$ cat src/design/prpg_pkg.sv
// Shared types and constants for the pinhole primary ray generator.
// Register map codes, fixed datapath widths and per-ray flag bundle.
// No dependencies.
package prpg_pkg;

  // Configuration port geometry: 64-bit data, one register every 8 bytes
  localparam int unsigned CFG_DATA_W = 64;
  localparam int unsigned CFG_ADDR_W = 6;

  typedef enum logic [2:0] {
    REG_PIXEL_SIZE     = 3'd0,
    REG_HORIZONTAL_RES = 3'd1,
    REG_VERTICAL_RES   = 3'd2,
    REG_BASIS_U        = 3'd3,
    REG_BASIS_V        = 3'd4,
    REG_BASIS_W        = 3'd5,
    REG_VIEW_DISTANCE  = 3'd6
  } reg_idx_e;

  // Register reset values
  localparam logic [15:0] PIXEL_SIZE_RST    = 16'd4096;
  localparam logic [12:0] HRES_RST          = 13'd640;
  localparam logic [12:0] VRES_RST          = 13'd480;
  localparam logic [47:0] BASIS_U_RST       = 48'h0000_0000_4000;
  localparam logic [47:0] BASIS_V_RST       = 48'h0000_4000_0000;
  localparam logic [47:0] BASIS_W_RST       = 48'h4000_0000_0000;
  localparam logic [15:0] VIEW_DISTANCE_RST = 16'd2560;

  // Normalization window: largest magnitude ends in [2^NORM_LO, 2^NORM_HI)
  localparam int unsigned NORM_HI    = 30;
  localparam int unsigned NORM_LO    = 29;
  localparam int unsigned NORM_STEPS = 5;

  // Normalized magnitude, sum of squares and length widths
  localparam int unsigned MAG_W      = 30;
  localparam int unsigned SUM_W      = 62;
  localparam int unsigned LEN_W      = 31;
  localparam int unsigned SQRT_STEPS = 31;

  typedef struct packed {
    logic       degen;
    logic [2:0] neg;
  } flags_t;

endpackage

$ cat src/design/prpg_div_cell.sv
// One restoring division cell for three lanes sharing one divisor (the length).
// Brings down one dividend bit and shifts in one quotient bit per stage.
// Depends on prpg_pkg.
module prpg_div_cell
  import prpg_pkg::*;
#(
  parameter int unsigned QW     = 15,
  parameter int unsigned SIDE_W = 24
) (
  input  logic                  clk_i,
  input  logic                  rst_ni,
  input  logic                  en_i,
  input  logic                  vld_i,
  input  logic [LEN_W-1:0]      len_i,
  input  logic [2:0][LEN_W-1:0] rem_i,
  input  logic [2:0][QW-1:0]    low_i,
  input  flags_t                flags_i,
  input  logic [SIDE_W-1:0]     side_i,
  output logic                  vld_o,
  output logic [LEN_W-1:0]      len_o,
  output logic [2:0][LEN_W-1:0] rem_o,
  output logic [2:0][QW-1:0]    low_o,
  output flags_t                flags_o,
  output logic [SIDE_W-1:0]     side_o
);

  logic                  vld_q;
  logic [LEN_W:0]        part;
  logic [LEN_W:0]        diff;
  logic [2:0][LEN_W-1:0] rem_d, rem_q;
  logic [2:0][QW-1:0]    low_d, low_q;
  logic [LEN_W-1:0]      len_q;
  flags_t                flags_q;
  logic [SIDE_W-1:0]     side_q;

  // Bring down the next dividend bit, subtract the divisor when it fits
  always_comb begin
    part = '0;
    diff = '0;
    for (int j = 0; j < 3; j++) begin
      part = {rem_i[j], low_i[j][QW-1]};
      diff = part - {1'b0, len_i};
      if (part >= {1'b0, len_i}) begin
        rem_d[j] = diff[LEN_W-1:0];
        low_d[j] = {low_i[j][QW-2:0], 1'b1};
      end else begin
        rem_d[j] = part[LEN_W-1:0];
        low_d[j] = {low_i[j][QW-2:0], 1'b0};
      end
    end
  end

  always_ff @(posedge clk_i or negedge rst_ni) begin
    if (!rst_ni) begin
      vld_q <= 1'b0;
    end else if (en_i) begin
      vld_q <= vld_i;
    end
  end

  always_ff @(posedge clk_i) begin
    if (en_i) begin
      len_q   <= len_i;
      rem_q   <= rem_d;
      low_q   <= low_d;
      flags_q <= flags_i;
      side_q  <= side_i;
    end
  end

  assign vld_o   = vld_q;
  assign len_o   = len_q;
  assign rem_o   = rem_q;
  assign low_o   = low_q;
  assign flags_o = flags_q;
  assign side_o  = side_q;

endmodule

$ cat config.mk
export PLATFORM = sky130hd
export DESIGN_NAME = prpg_div_cell
export DESIGN_NICKNAME = d
export VERILOG_FILES = /design/src/design/prpg_pkg.sv /design/src/design/prpg_div_cell.sv
export SDC_FILE = /design/constraint.sdc
export NUM_CORES = 1
export LEC_CHECK = 0
export CORE_MARGIN = 2
export CORE_UTILIZATION = 35
export DETAILED_ROUTE_END_ITERATION = 6
export DONT_BUFFER_PORTS = 1
export PLACE_DENSITY = 0.58
export SETUP_SLACK_MARGIN = 0.05
export SYNTH_ARGS = -nofsm -noshare
export SYNTH_HDL_FRONTEND = slang
export SYNTH_SLANG_ARGS = --single-unit
$ cat constraint.sdc
create_clock -name clk_i -period 1.95 [get_ports clk_i]
set_input_delay 0.195 -clock clk_i [delete_from_list [all_inputs] [get_ports clk_i]]
set_output_delay 0.195 -clock clk_i [all_outputs]
set_load 0.01 [all_outputs]
-- Yosys cells after proc, flatten, opt, wreduce, memory -nomap -nowiden
Cells that the tools add are included.
- bitwise operators: 0
- multiplexer cells: 6
- divide/modulo/power cells: 0
- equal/unequal tests: 0
- shift-type cells: 0
- add/subtract/negate cells: 3
- reduce and logical (&&, ||, !) cells: 0
- multiply operators: 0
- magnitude comparators: 3
- operators with widths (kind ; number):
    $ge 32x31->1 ; 3
    $mux 31 ; 3
    $sub 31x31->31 ; 3
    $mux 1 ; 3
- bits in latches: 0
- register bits: 198
- input port bits: 201
- bits in writable memories: 0
- bits in read-only memories: 0
- memories kept: 0
- word-level logic and storage cells: 23
- output and inout bits: 198

-- Longest topological paths before layout
- word-level depth: 2
- mapped depth: 14
- gate-level depth less buffers: 13

-- Least setup slack after synthesis
Ideal clock, no wire load.
- path kind: input -> register
- from: in low_i[14] (netlist name)
- to: reg rem_q, in the netlist rem_o[10], data pin
- setup time: 0.260 ns
- cell stages on the path: 13
- buffers on the path: 2
- data required time: 1.690 ns
- setup slack: -0.794 ns
- data arrival time: 2.484 ns
- cell sequence: inv_1 > ha_1 > fa_1 > nor2b_1 > o31ai_2 > a2111o_1 > nand2_1 > a21oi_1 > o21bai_1 > a41o_1 > buf_2 > buf_4 > mux2_2
- RTL lines (item ; RTL line ; source):
    start: declaration ; prpg_div_cell.sv:16 ; input logic [2:0][QW-1:0] low_i,
    end signal: assignment ; prpg_div_cell.sv:64 ; rem_q <= rem_d;
    end: declaration ; prpg_div_cell.sv:30 ; logic [2:0][LEN_W-1:0] rem_d, rem_q;

==> impl_metrics.csv <==
group,metric,value,unit
status,outcome,"finished, violations left",
status,violations,"hold timing, setup timing",
sta,maxSlewViolCount,0,
synth,syn_area,0.0119,mm²
clock_network,clock_sinks,198,
floorplan,die_h,188,µm
synth,syn_nets,1387,
power_and_ir_drop,internal-power,9520,µW
power_and_ir_drop,swShare,31.8,%
clock_network,ctsHtreeMaxLevel,4,
power_and_ir_drop,power_frac_seq,41.9,%
sta,slew_headroom,58.4,%
floorplan,io_pins,399,
sta,min_period_over_period,115,%
synth,syn_area_per_cell,10.9,µm²
sta,setup_viol,96,
sta,min_period,2240,ps
grt,grt_pass1_wl,63.2,mm
power_and_ir_drop,p_per_area,710,mW/mm²
synth,synth.distinct_cells,76,
sta,grt_setup_unrepaired,"true",
worst_setup_path,worstPathArrival,2440,ps
power_and_ir_drop,p_comb_share,31.9,%
sta,hold-worst-slack,-141,ps
synth,synth-edff-count,197,
power_and_ir_drop,power.total,14000,µW
floorplan,chipWidth,188,µm
sta,fin_ws,-290,ps
detailed_routing,drtIter0Drc,595,
detailed_routing,detail_route.wl_per_cell,21.3,µm
floorplan,core.rowCount,67,
synth,synth_ff_type,"edfxtp_1",
synth,yosysWarnings,0,
sta,final_hold_viol_count,87,
detailed_routing,first_pass_iters,5,
grt,antenna_found_initial,0,
floorplan,core_area,0.0335,mm²
detailed_routing,final_antenna_net_count,0,
floorplan,die-area,0.0355,mm²
worst_setup_path,crit_required,2150,ps
detailed_routing,route.detailed.drc,0,
power_and_ir_drop,leakagePower,0.00807,µW
clock_network,numCtsBuffers,17,
clock_network,clk_latency,450,ps
synth,seq_area_frac_synth,49.9,%
final_layout,areaGrowthSynthToFinish,65.2,%
detailed_routing,vias,11032,
detailed_routing,drt-total-wl,44.4,mm
detailed_routing,vias_per_cell,5.29,
place,numPortBuffers,0,
sta,skew,0,ps
floorplan,initial_core_util,35.5,%
worst_setup_path,critPathCaptureType,"flop",
grt,track_usage,23.2,%
place,dp_hpwl,30.0,mm
sta,fmax,0.447,GHz
grt,grt_pass1_vias,11130,
grt,grt_overflow,0,
sta,worst_pin_slew,619,ps
final_layout,drive_gt1_share,40.9,%
place,gp_congestion,0.862,
clock_network,cts_tree,"yes",
worst_setup_path,start_kind,"input pin",
final_layout,diodes,0,
synth,async_reset_ff_share,0.505,%
clock_network,clockRootBuffer,"clkbuf_16",
run,cap_violations,0,
grt,grt_max_degree,199,
final_layout,finalNetCount,1923,
power_and_ir_drop,peakVddDrop,0.000607,V
clock_network,clock_path_buffers,2,
place,place_ws,-943,ps
hold_path,hold_class,"input pin to flop",
power_and_ir_drop,clkPwrFrac,26.2,%
synth,ys_ff_latch,198,
worst_setup_path,critPathMaxFanout,11,
clock_network,clk_pin_slew,80,ps
power_and_ir_drop,net-switching-power,4440,µW
worst_setup_path,crit_type,"input pin to flop",
synth,syn_inst,1090,
==> path summary, 6_finish.rpt <==
| path | from | to | slack [ps] | cells after the start |
|---|---|---|---|---|
| min in group asynchronous | rst_ni | vld_o$_DFFE_PN0P_ | 490 | 2 |
| hold / removal | en_i | low_o[9]$_DFFE_PP_ | -140 | 0 |
| setup reg to reg | vld_o$_DFFE_PN0P_ | vld_o$_DFFE_PN0P_ | 580 | 2 |
| hold reg to reg | vld_o$_DFFE_PN0P_ | vld_o$_DFFE_PN0P_ | 1150 | 2 |
| max in group asynchronous | rst_ni | vld_o$_DFFE_PN0P_ | 1350 | 2 |
| setup / recovery | low_i[14] | rem_o[10]$_DFFE_PP_ | -290 | 12 |
==> flip-flops by register name, indices dropped and copies added (netlist names) <==
register / flops
vld_o: 1
len_o: 31
side_o: 24
flags_o: 4
rem_o: 93
low_o: 45
==> final cells by class <==
cell class / instances / area (µm²)
inverter: 57 / 300
clock inverter: 15 / 173
multi-input combinational: 801 / 7130
tap: 448 / 561
sequential: 198 / 5940
fill: 2671 / 13900
clock buffer: 17 / 425
timing repair buffer: 551 / 5140
==> cell families after synthesis <==
kind of cell	after synthesis	synth area share (%)
and+or+nand+nor	272	10.9
AOI/OAI and AO/OA	336	18.1
DFF	198	49.9
xor gates and xnor gates	79	5.81
muxes	18	1.79
buffers and inverters	91	3.18
adders and majority gates	96	10.3
==> power by group through the flow <==
stage                     sequential, µW  clock, µW  combinational [µW]
final                               5850       3650                4460
after global routing                5880       3900                4800
after CTS                           5860       3730                3960
after detailed placement            5950          0                3050
after global placement              5960          0                3020
after floorplan                     5810          0                1970
==> synth_stat cells (15+ instances only) <==
cell      number  area, µm²
nand2_1      103        387
a21oi_1       90        450
nor2_1        56        210
xnor2_1       38        333
nand3_1       22        110
o21ai_0       93        465
nand4_1       16        100
a21o_1        49        368
edfxtp_1     197       5920
clkbuf_1      15       56.3
ha_1          93       1160
nor2b_1       18        113
inv_1         56        210
xor2_1        41        359
==> metrics by stage <==
stage / cell area (µm²) / std cells / setup TNS, ps / util (%)
6_report: 19700 / 2087 / -18810 / 58.7
5_1_grt: 19700 / 2087 / -24690 / 58.7
4_1_cts: 18700 / 2065 / -15380 / 55.8
3_5_place_dp: 14900 / 1790 / -73010 / 44.4
3_3_place_gp: 14900 / 1790 / -69180 / 44.4
2_1_floorplan: 12500 / 1090 / -44530 / -
==> worst max-delay path, cell delays in order <==
cell      delay, ps
inv_8            10
ha_4            140
fa_2            360
nor2b_4         170
o31ai_4          80
a2111o_1        420
nand2_2         110
a21oi_4          40
o21bai_1        140
a41o_2          270
buf_12          170
mux2_4          310
==> layout by cell type, fill, tap and decap left out, types with 8 or more instances in the layout <==
cell type,instances
buf_4,297
edfxtp_1,197
dlygate4sd3_1,196
nand2_1,77
ha_1,63
a21o_1,49
a21oi_1,48
o21ai_2,47
xor2_1,39
inv_1,37
a21oi_2,37
nor2_1,35
xnor2_1,34
ha_4,29
buf_6,29
o21ai_0,27
o21ai_1,22
clkbuf_16,22
nand3_1,18
nand4_1,16
mux2_4,16
nand2_4,14
buf_12,14
nor2_4,13
nor2b_1,13
nand2_2,12
nand2b_1,12
clkinvlp_4,9
and3_1,9
a31oi_1,9
nor2_2,8
==> timing repair <==
item	4_1_cts	5_1_grt
gates resized for setup	171	155
setup buffers	43	19
endpoints found under the setup margin	96	96
cloned	6	7
hold buffers	195	1
pin swaps	57	66
endpoints found under the hold margin	390	198
==> layer usage <==
layer	GRT usage, %	share of wire, %	vias up
met5	0	0	-
met4	8.50	3.7	0
met3	4.19	5.5	94
met2	42.5	51	439
met1	27.1	40	5350
li1	-	-	5149
(Power assumes the default switching activity.)
