File: src/design/prpg_pkg.sv
// Shared types and constants for the pinhole primary ray generator.
// Register map codes, fixed datapath widths and per-ray flag bundle.
// No dependencies.
package prpg_pkg;

  // Configuration port geometry: 64-bit data, one register every 8 bytes
  localparam int unsigned CFG_DATA_W = 64;
  localparam int unsigned CFG_ADDR_W = 6;

  typedef enum logic [2:0] {
    REG_PIXEL_SIZE     = 3'd0,
    REG_HORIZONTAL_RES = 3'd1,
    REG_VERTICAL_RES   = 3'd2,
    REG_BASIS_U        = 3'd3,
    REG_BASIS_V        = 3'd4,
    REG_BASIS_W        = 3'd5,
    REG_VIEW_DISTANCE  = 3'd6
  } reg_idx_e;

  // Register reset values
  localparam logic [15:0] PIXEL_SIZE_RST    = 16'd4096;
  localparam logic [12:0] HRES_RST          = 13'd640;
  localparam logic [12:0] VRES_RST          = 13'd480;
  localparam logic [47:0] BASIS_U_RST       = 48'h0000_0000_4000;
  localparam logic [47:0] BASIS_V_RST       = 48'h0000_4000_0000;
  localparam logic [47:0] BASIS_W_RST       = 48'h4000_0000_0000;
  localparam logic [15:0] VIEW_DISTANCE_RST = 16'd2560;

  // Normalization window: largest magnitude ends in [2^NORM_LO, 2^NORM_HI)
  localparam int unsigned NORM_HI    = 30;
  localparam int unsigned NORM_LO    = 29;
  localparam int unsigned NORM_STEPS = 5;

  // Normalized magnitude, sum of squares and length widths
  localparam int unsigned MAG_W      = 30;
  localparam int unsigned SUM_W      = 62;
  localparam int unsigned LEN_W      = 31;
  localparam int unsigned SQRT_STEPS = 31;

  typedef struct packed {
    logic       degen;
    logic [2:0] neg;
  } flags_t;

endpackage

File: src/design/prpg_norm_cell.sv
// One normalization cell: shifts three magnitudes by a fixed power of two.
// A row of these brings the largest magnitude into the normalization window.
// Depends on prpg_pkg.
module prpg_norm_cell
  import prpg_pkg::*;
#(
  parameter int unsigned MW     = 53,
  parameter int unsigned SHIFT  = 1,
  parameter int unsigned SIDE_W = 24
) (
  input  logic                   clk_i,
  input  logic                   rst_ni,
  input  logic                   en_i,
  input  logic                   vld_i,
  input  logic [2:0][MW-1:0]     mag_i,
  input  logic [MW-1:0]          m_i,
  input  flags_t                 flags_i,
  input  logic [SIDE_W-1:0]      side_i,
  output logic                   vld_o,
  output logic [2:0][MW-1:0]     mag_o,
  output logic [MW-1:0]          m_o,
  output flags_t                 flags_o,
  output logic [SIDE_W-1:0]      side_o
);

  localparam logic [MW-1:0] R_THR = MW'(1) << (NORM_LO + SHIFT);
  localparam logic [MW-1:0] L_THR = MW'(1) << (NORM_HI - SHIFT);

  logic              vld_q;
  logic [2:0][MW-1:0] mag_d, mag_q;
  logic [MW-1:0]     m_d, m_q;
  flags_t            flags_q;
  logic [SIDE_W-1:0] side_q;

  // Shift right when far above the window, left when far below
  always_comb begin
    if (m_i >= R_THR) begin
      m_d = m_i >> SHIFT;
      for (int j = 0; j < 3; j++) mag_d[j] = mag_i[j] >> SHIFT;
    end else if (m_i < L_THR) begin
      m_d = m_i << SHIFT;
      for (int j = 0; j < 3; j++) mag_d[j] = mag_i[j] << SHIFT;
    end else begin
      m_d   = m_i;
      mag_d = mag_i;
    end
  end

  always_ff @(posedge clk_i or negedge rst_ni) begin
    if (!rst_ni) begin
      vld_q <= 1'b0;
    end else if (en_i) begin
      vld_q <= vld_i;
    end
  end

  always_ff @(posedge clk_i) begin
    if (en_i) begin
      mag_q   <= mag_d;
      m_q     <= m_d;
      flags_q <= flags_i;
      side_q  <= side_i;
    end
  end

  assign vld_o   = vld_q;
  assign mag_o   = mag_q;
  assign m_o     = m_q;
  assign flags_o = flags_q;
  assign side_o  = side_q;

endmodule

File: config.mk
export PLATFORM = sky130hd
export DESIGN_NAME = prpg_norm_cell
export DESIGN_NICKNAME = d
export VERILOG_FILES = /design/src/design/prpg_pkg.sv /design/src/design/prpg_norm_cell.sv
export SDC_FILE = /design/constraint.sdc
export NUM_CORES = 1
export LEC_CHECK = 0
export BUFFER_PORTS_ARGS = -buffer_cell sky130_fd_sc_hd__clkbuf_2
export CAP_MARGIN = 5
export CORE_AREA = 2 2 191 193
export CTS_CLUSTER_SIZE = 8
export DETAILED_ROUTE_END_ITERATION = 7
export DIE_AREA = 0 0 193 195
export PLACE_DENSITY = 0.6
export SYNTH_ARGS = -nofsm -noshare
export SYNTH_HDL_FRONTEND = slang
export SYNTH_SLANG_ARGS = --single-unit
export TNS_END_PERCENT = 100
File: constraint.sdc
create_clock -name clk_i -period 1.5 [get_ports clk_i]
set_input_delay 0.15 -clock clk_i [delete_from_list [all_inputs] [get_ports clk_i]]
set_output_delay 0.15 -clock clk_i [all_outputs]
set_load 0.01 [all_outputs]
# ---- Word level (Yosys, flattened, before mapping)
# Index checks and enable logic that the tools add are counted.
dict set report word_totals {
  regBits 241
  output_inout_bits 241
  word_cells 18
}
dict set report classes {
  order_cmp 2
  muxes 4
}
# cell n
set ops {}
lappend ops {{$mux W159} 1}
lappend ops {{$mux W158} 1}
lappend ops {{$ge A53 B31 Y1 const B} 1}
lappend ops {{$lt A53 B30 Y1 const B} 1}
lappend ops {{$mux W53} 1}
lappend ops {{$mux W52} 1}

# ---- Longest topological paths before layout
# Gate-level depths: netlist of run 1.
dict set report logic_depth {
  word_depth 3
  mapped_depth 7
}

# ---- Least setup slack after synthesis of run 1
# No wires, ideal clock.
dict set report synth_path {
  path_kind {input -> register}
  start {input port m_i[52]}
  end {register m_q[17] (netlist: m_o[17]) (data pin)}
  setup_time_ns 0.262
  arrival_time_ns 1.667
  t_required_ns 1.238
  setup_slack_ns -0.429
  cell_stages 6
  cell_sequence {or4_1 nor3b_2 buf_4 buf_12 buf_8 mux2_1}
}
dict set report synth_between {
  elab_chain_cells 3
  elab_cells_between_ends 4
  cone_classes {order compare: 2; mux: 2}
}
# item line_no
set synth_lines {}
lappend synth_lines {{start: declaration} prpg_norm_cell.sv:16} ;# input logic [MW-1:0] m_i,
lappend synth_lines {{$lt A53 B30 Y1} prpg_norm_cell.sv:40} ;# end else if (m_i < L_THR) begin
lappend synth_lines {{$mux W53} prpg_norm_cell.sv:40}
lappend synth_lines {{$mux W52 *} prpg_norm_cell.sv:37} ;# if (m_i >= R_THR) begin
lappend synth_lines {{via m_d[17]} prpg_norm_cell.sv:31} ;# logic [MW-1:0] m_d, m_q;
lappend synth_lines {{end signal: assignment} prpg_norm_cell.sv:60} ;# m_q <= m_d;
lappend synth_lines {{end: declaration} prpg_norm_cell.sv:31}
# The timed path passes the listed nets; every way through them passes the cells marked *.
# A chain may end at the register's enable or synchronous reset.

==> results.yml, run 1 <==
sta:
  final.setup.tns_ns: -23.03
  slew_violations: 0
  timing.final.hold_violations: 0
  min_period_ns: 1.66
  whs_ns: 0.0260
  setup-violations-final: 179
  post-route-period-util: 1.11
  rsz0062_at_grt: "yes"
  max_freq_ghz: 0.601
  skew_ns: 0
  fin_ws_ns: -0.165
routing:
  vias: 9082
  finalWirelength_um: 37900
  drc_errors: 0
  met3_length_um: 2580
  met1_length_um: 14500
  viasPerCell: 4.71
  wl_per_cell_um: 19.6
  drt-pass1-iter-count: 4
  wl_met2_um: 19000
  highest_layer: "met5"
  ant_nets: 0
  drt_iter0_drc: 392
run:
  maxCapViolCount: 0
clock_tree:
  cts_buffers: 36
  ctsRootBufferMaster: "clkbuf_16"
  path_clk_slew_ns: 0.05
  cts_tree: "yes"
  cts_max_level: 2
  clock_path_buffers: 3
  clkLatencyLatePin_ns: 0.50
  cts.sinks: 241
placement:
  routabilityCongestion: 0.833
  dp.cells: 1639
  numPortBuffers: 484
  dp_hpwl_um: 25500
worst_setup_path:
  critical_path_cell_count: 7
  reg2regPathDepth: 1
  crit_type: "input port to register"
  worst-path-buf-inv: 4
  crit_fanout: 9
  r2r_setup_slack_ns: 0.75
  timing.rr.end: "vld_o$_DFFE_PN0P_"
  cp-startpoint: "m_i[52]"
  critical_path.startpoint_type: "input port"
  cp_cell_sequence: "buf_6 -> or4_4 -> nor3b_4 -> buf_6 -> clkbuf_16 -> buf_6 -> mux2_2"
  cpPeakStageDelay_ns: 0.55
  crit_top_cell: "buf_6"
  worstPathRequired_ns: 1.75
  critPathCapture: "mag_o[6]$_DFFE_PP_"
  end_kind: "register"
  worst_path_max_delay_cell: "or4_4"
  r2r_start: "vld_o$_DFFE_PN0P_"
  arrival_ns: 1.92
  crit_family: "simple AND/OR/NAND/NOR gates"
cells_and_area:
  drive_gt1_frac: 0.648
  area_growth_pct: 57.2
  final_cell_mix: "clkbuf_2, edfxtp_1, dlygate4sd3_1"
  fin_cells: 1929
  fin_nets: 1708
  final_core_util: 0.546
  final_common_cell: "clkbuf_2"
  num-fill-cells: 2865
yosys:
  ys_types: 26
  synthCells: 705
  synth_area_per_cell_um2: 17.4
  yosys.area.top_type: "edfxtp_1"
  synth_top_area_share: 0.586
  synth_seq_cells: 241
  yosysSeqAreaShare: 0.588
  ys.warnings.count: 0
  synth_nets: 949
  ys_top_cells_by_area: "edfxtp_1, mux2_2, mux2_4"
  syn-cell-area_mm2: 0.0123
power_and_ir_drop:
  leakagePower_uw: 0.00823
  irDropWorstVdd_uv: 710
  p_per_area_mw_per_mm2: 950
worst_hold_path:
  hold_path.class: "input port to register"
  hold_depth: 2
global_routing:
  gr-total-overflow: 0
  grt_usage: 0.185
  grt_max_degree: 56
  grt_pass1_vias: 9811
  antenna_found_initial: 2
  grt_pass1_wl_um: 54000
run_status:
  status: "finished, violations left"
  failed_checks: "setup timing"
floorplan:
  rows: 69
  initial_utilization: 0.347
  die_height_um: 195
  die_area_mm2: 0.0376
  core_area_mm2: 0.0354
  die_w_um: 193
  ios: 485
## report_power, final
part / switching, µW / internal (µW) / leakage [µW] / total [µW]
Combinational: 1340 / 1690 / 0.00540 / 3030
Clock: 2820 / 4350 / 0.000470 / 7160
Sequential: 164 / 8020 / 0.00236 / 8180
## sequential cells by signal, indices dropped and copies added (netlist names)
| register | count |
|---|---|
| mag_o | 159 |
| m_o | 53 |
| side_o | 24 |
| flags_o | 4 |
| vld_o | 1 |
## cells by family (layout without fill, tap and decap cells)
kind of cell | after synthesis | in the layout | share of synthesized area
muxes | 364 | 364 | 0.360
and+or+nand+nor | 21 | 21 | 0.00977
AOI/OAI and AO/OA | 7 | 7 | 0.00315
DFF | 241 | 241 | 0.588
other | 1 | 2 | 0.000305
buffers and inverters | 71 | 833 | 0.0392
## timing repair
action                                 CTS  global route
gates cloned                             0            11
pin swaps                                0             1
hold buffers                           233             0
resized for setup                        3            49
endpoints found under the hold margin  240             0
setup endpoints to repair              177           177
buffers inserted                         0             4
## stage by stage
step           total power (µW)  setup WS [ns]  instance area (µm²)
6_report                  18400         -0.165                19300
3_5_place_dp              10800         -0.667                15600
2_1_floorplan              9400         -0.394                12400
4_1_cts                   18500         -0.109                18900
3_3_place_gp              10800         -0.650                15600
5_1_grt                   19100         -0.179                19300
## synthesized netlist by cell type
library cell	instances
mux2_4	90
buf_4	9
a31oi_1	1
buf_12	10
dfrtp_1	1
clkbuf_1	43
nand2_1	8
nor3b_2	1
buf_8	1
nor2b_1	3
mux2_2	254
o21ai_0	4
mux2i_1	11
buf_1	1
or2_2	1
and4_1	1
nor3_1	2
a21oi_1	1
nor4_1	3
conb_1	1
buf_6	1
inv_1	6
a21o_1	1
or4_1	2
mux2_1	9
edfxtp_1	240
## layout make-up
class | instances | area [µm²] | area share
Sequential cell | 241 | 7230 | 0.374
Tap cell | 461 | 577 | 0.0298
Multi-Input combinational cell | 393 | 4790 | 0.248
Timing Repair Buffer | 786 | 5760 | 0.298
Clock buffer | 38 | 930 | 0.0481
Clock inverter | 3 | 26.3 | 0.00136
Inverter | 6 | 22.5 | 0.00116
Antenna cell | 1 | 2.50 | 0.000129
## how the worst min path moves through the flow
stage	from	end	slack, ns
2_1_floorplan	rst_ni	vld_o$_DFFE_PN0P_	-0.15
3_3_place_gp	rst_ni	vld_o$_DFFE_PN0P_	-0.07
3_5_place_dp	rst_ni	vld_o$_DFFE_PN0P_	-0.07
4_1_cts	m_i[1]	m_o[0]$_DFFE_PP_	0.0004
5_1_grt	mag_i[102]	mag_o[101]$_DFFE_PP_	0.01
6_report	mag_i[112]	mag_o[111]$_DFFE_PP_	0.03
## routing by layer
metal,GRT usage,vias to the layer above
li1,-,4244
met1,0.202,4344
met2,0.327,379
met3,0.0487,113
met4,0.0909,2
met5,0,-
(Power assumes the default switching activity.)
==> run 2, diff against run 1 <==
--- a/config.mk
+++ b/config.mk
@@ -9,7 +9,10 @@
 export CAP_MARGIN = 5
-export CORE_AREA = 2 2 191 193
+export CELL_PAD_IN_SITES_DETAIL_PLACEMENT = 0
+export CELL_PAD_IN_SITES_GLOBAL_PLACEMENT = 1
+export CORE_AREA = 2 2 186 188
+export CTS_BUF_LIST = sky130_fd_sc_hd__clkbuf_8
 export CTS_CLUSTER_SIZE = 8
 export DETAILED_ROUTE_END_ITERATION = 7
-export DIE_AREA = 0 0 193 195
-export PLACE_DENSITY = 0.6
+export DIE_AREA = 0 0 188 190
+export PLACE_DENSITY = 0.75
 export SYNTH_ARGS = -nofsm -noshare
==> constraint.sdc (replaced) <==
create_clock -name clk_i -period 1.5 [get_ports clk_i]
set_input_delay 0.3 -clock clk_i [delete_from_list [all_inputs] [get_ports clk_i]]
set_output_delay 0.3 -clock clk_i [all_outputs]
set_load 0.01 [all_outputs]
==> results.yml, run 2 (synthesis gave the netlist of run 1 again) <==
placement:
  routabilityCongestion: 0.809
  dp_hpwl_um: 24900
  numPortBuffers: 484
cells_and_area:
  final_cell_mix: "clkbuf_2, edfxtp_1, mux2_2"
  fin_nets: 1536
  final_core_util: 0.519
  multiInputGateArea_mm2: 0.00493
  largest_register_ffs: 159
  diodes: 0
  regArea_mm2: 0.00723
  area_growth_pct: 43.1
  num-fill-cells: 2899
  final_common_cell: "clkbuf_2"
  drive_gt1_frac: 0.740
run_status:
  failed_checks: "setup timing"
  status: "finished, violations left"
clock_tree:
  cts_max_level: 2
  ctsRootBufferMaster: "clkbuf_8"
  clock_path_buffers: 3
  cts.sinks: 241
  path_clk_slew_ns: 0.06
  cts_buffers: 42
  cts_tree: "yes"
  clkLatencyLatePin_ns: 0.54
worst_setup_path:
  worst_path_max_delay_cell: "or4_4"
  crit_top_cell: "buf_6"
  crit_fanout: 10
  timing.rr.end: "vld_o$_DFFE_PN0P_"
  r2r_setup_slack_ns: 0.76
  cpPeakStageDelay_ns: 0.56
  arrival_ns: 2.10
  worst-path-buf-inv: 4
  r2r_start: "vld_o$_DFFE_PN0P_"
  worstPathRequired_ns: 1.80
  crit_type: "input port to register"
  end_kind: "register"
  critPathCapture: "mag_o[51]$_DFFE_PP_"
  cp_cell_sequence: "buf_6 -> or4_4 -> nor3b_4 -> buf_6 -> buf_12 -> clkbuf_16 -> mux2_2"
  cp-startpoint: "m_i[43]"
  critical_path_cell_count: 7
  critical_path.startpoint_type: "input port"
  reg2regPathDepth: 1
  crit_family: "simple AND/OR/NAND/NOR gates"
global_routing:
  grt_pass1_wl_um: 50000
  grt_usage: 0.181
  grt_max_degree: 34
  antenna_found_initial: 2
  gr-total-overflow: 0
  grt_pass1_vias: 8573
worst_hold_path:
  hold_path.class: "input port to register"
  hold_depth: 2
routing:
  drt-pass1-iter-count: 4
  finalWirelength_um: 34900
  vias: 8331
  viasPerCell: 4.71
  drc_errors: 0
  drt_iter0_drc: 337
  wl_per_cell_um: 19.7
  ant_nets: 0
power_and_ir_drop:
  p_per_area_mw_per_mm2: 916
  irDropWorstVdd_uv: 500
  leakagePower_uw: 0.00758
sta:
  setup-violations-final: 185
  post-route-period-util: 1.20
  max_freq_ghz: 0.554
  fin_ws_ns: -0.305
  slew_violations: 0
  rsz0062_at_grt: "yes"
  min_period_ns: 1.81
  final.setup.tns_ns: -42.61
  timing.final.hold_violations: 0
  skew_ns: 0
floorplan:
  die_area_mm2: 0.0357
  initial_utilization: 0.362
  ios: 485
  die_height_um: 190
  die_w_um: 188
  core_area_mm2: 0.0339
  rows: 68
run:
  maxCapViolCount: 0
## run 2: metal layers
metal	GRT usage	part of all wire	up-vias
li1	-	-	3910
met1	0.205	0.39	4046
met2	0.332	0.52	306
met3	0.0448	0.062	65
met4	0.0609	0.028	4
met5	0	0.00066	-
## run 2: how the worst min path moves through the flow
stage	start	to	slack [ns]
floorplan	rst_ni	vld_o$_DFFE_PN0P_	0.004
global placement	rst_ni	vld_o$_DFFE_PN0P_	0.08
detailed placement	rst_ni	vld_o$_DFFE_PN0P_	0.08
CTS	m_i[38]	m_o[37]$_DFFE_PP_	0.0005
global route	m_i[38]	m_o[37]$_DFFE_PP_	0.02
finish	m_i[38]	m_o[37]$_DFFE_PP_	0.05
## run 2: timing repair
item                                    in CTS  in global routing
hold endpoints to repair                    46                  0
pin swaps                                    0                  3
cloned                                       4                  9
hold buffers                                45                  0
endpoints found under the setup margin     185                187
resized for setup                           51                 66
setup buffers                               10                  3
## run 2: area by class of cell
type	count	share of cell area
tap	455	0.0323
timing repair buffer	608	0.236
clock buffer	45	0.0352
inverter	6	0.00128
clock inverter	21	0.00462
sequential	241	0.411
multi-input combinational	393	0.280
## run 2: through the flow
stage | total power (µW) | instances | worst slack [ns] | hold slack (ns) | area [µm²]
finish | 16100 | 1769 | -0.305 | 0.0544 | 17600
global route | 16800 | 1769 | -0.325 | 0.0154 | 17600
CTS | 16300 | 1761 | -0.272 | 0.000474 | 17200
detailed placement | 10800 | 1636 | -0.899 | 0.0770 | 15600
global placement | 10700 | 1636 | -0.859 | 0.0752 | 15600
floorplan | 9400 | 705 | -0.544 | 0.00441 | 12400
## run 2: report_power, final
part	total [µW]	leakage [µW]	switching [µW]	internal [µW]
Combinational	2660	0.00479	1250	1410
Sequential	8150	0.00236	149	8000
Clock	5310	0.000425	2600	2710
Total	16100	0.00758	4000	12100
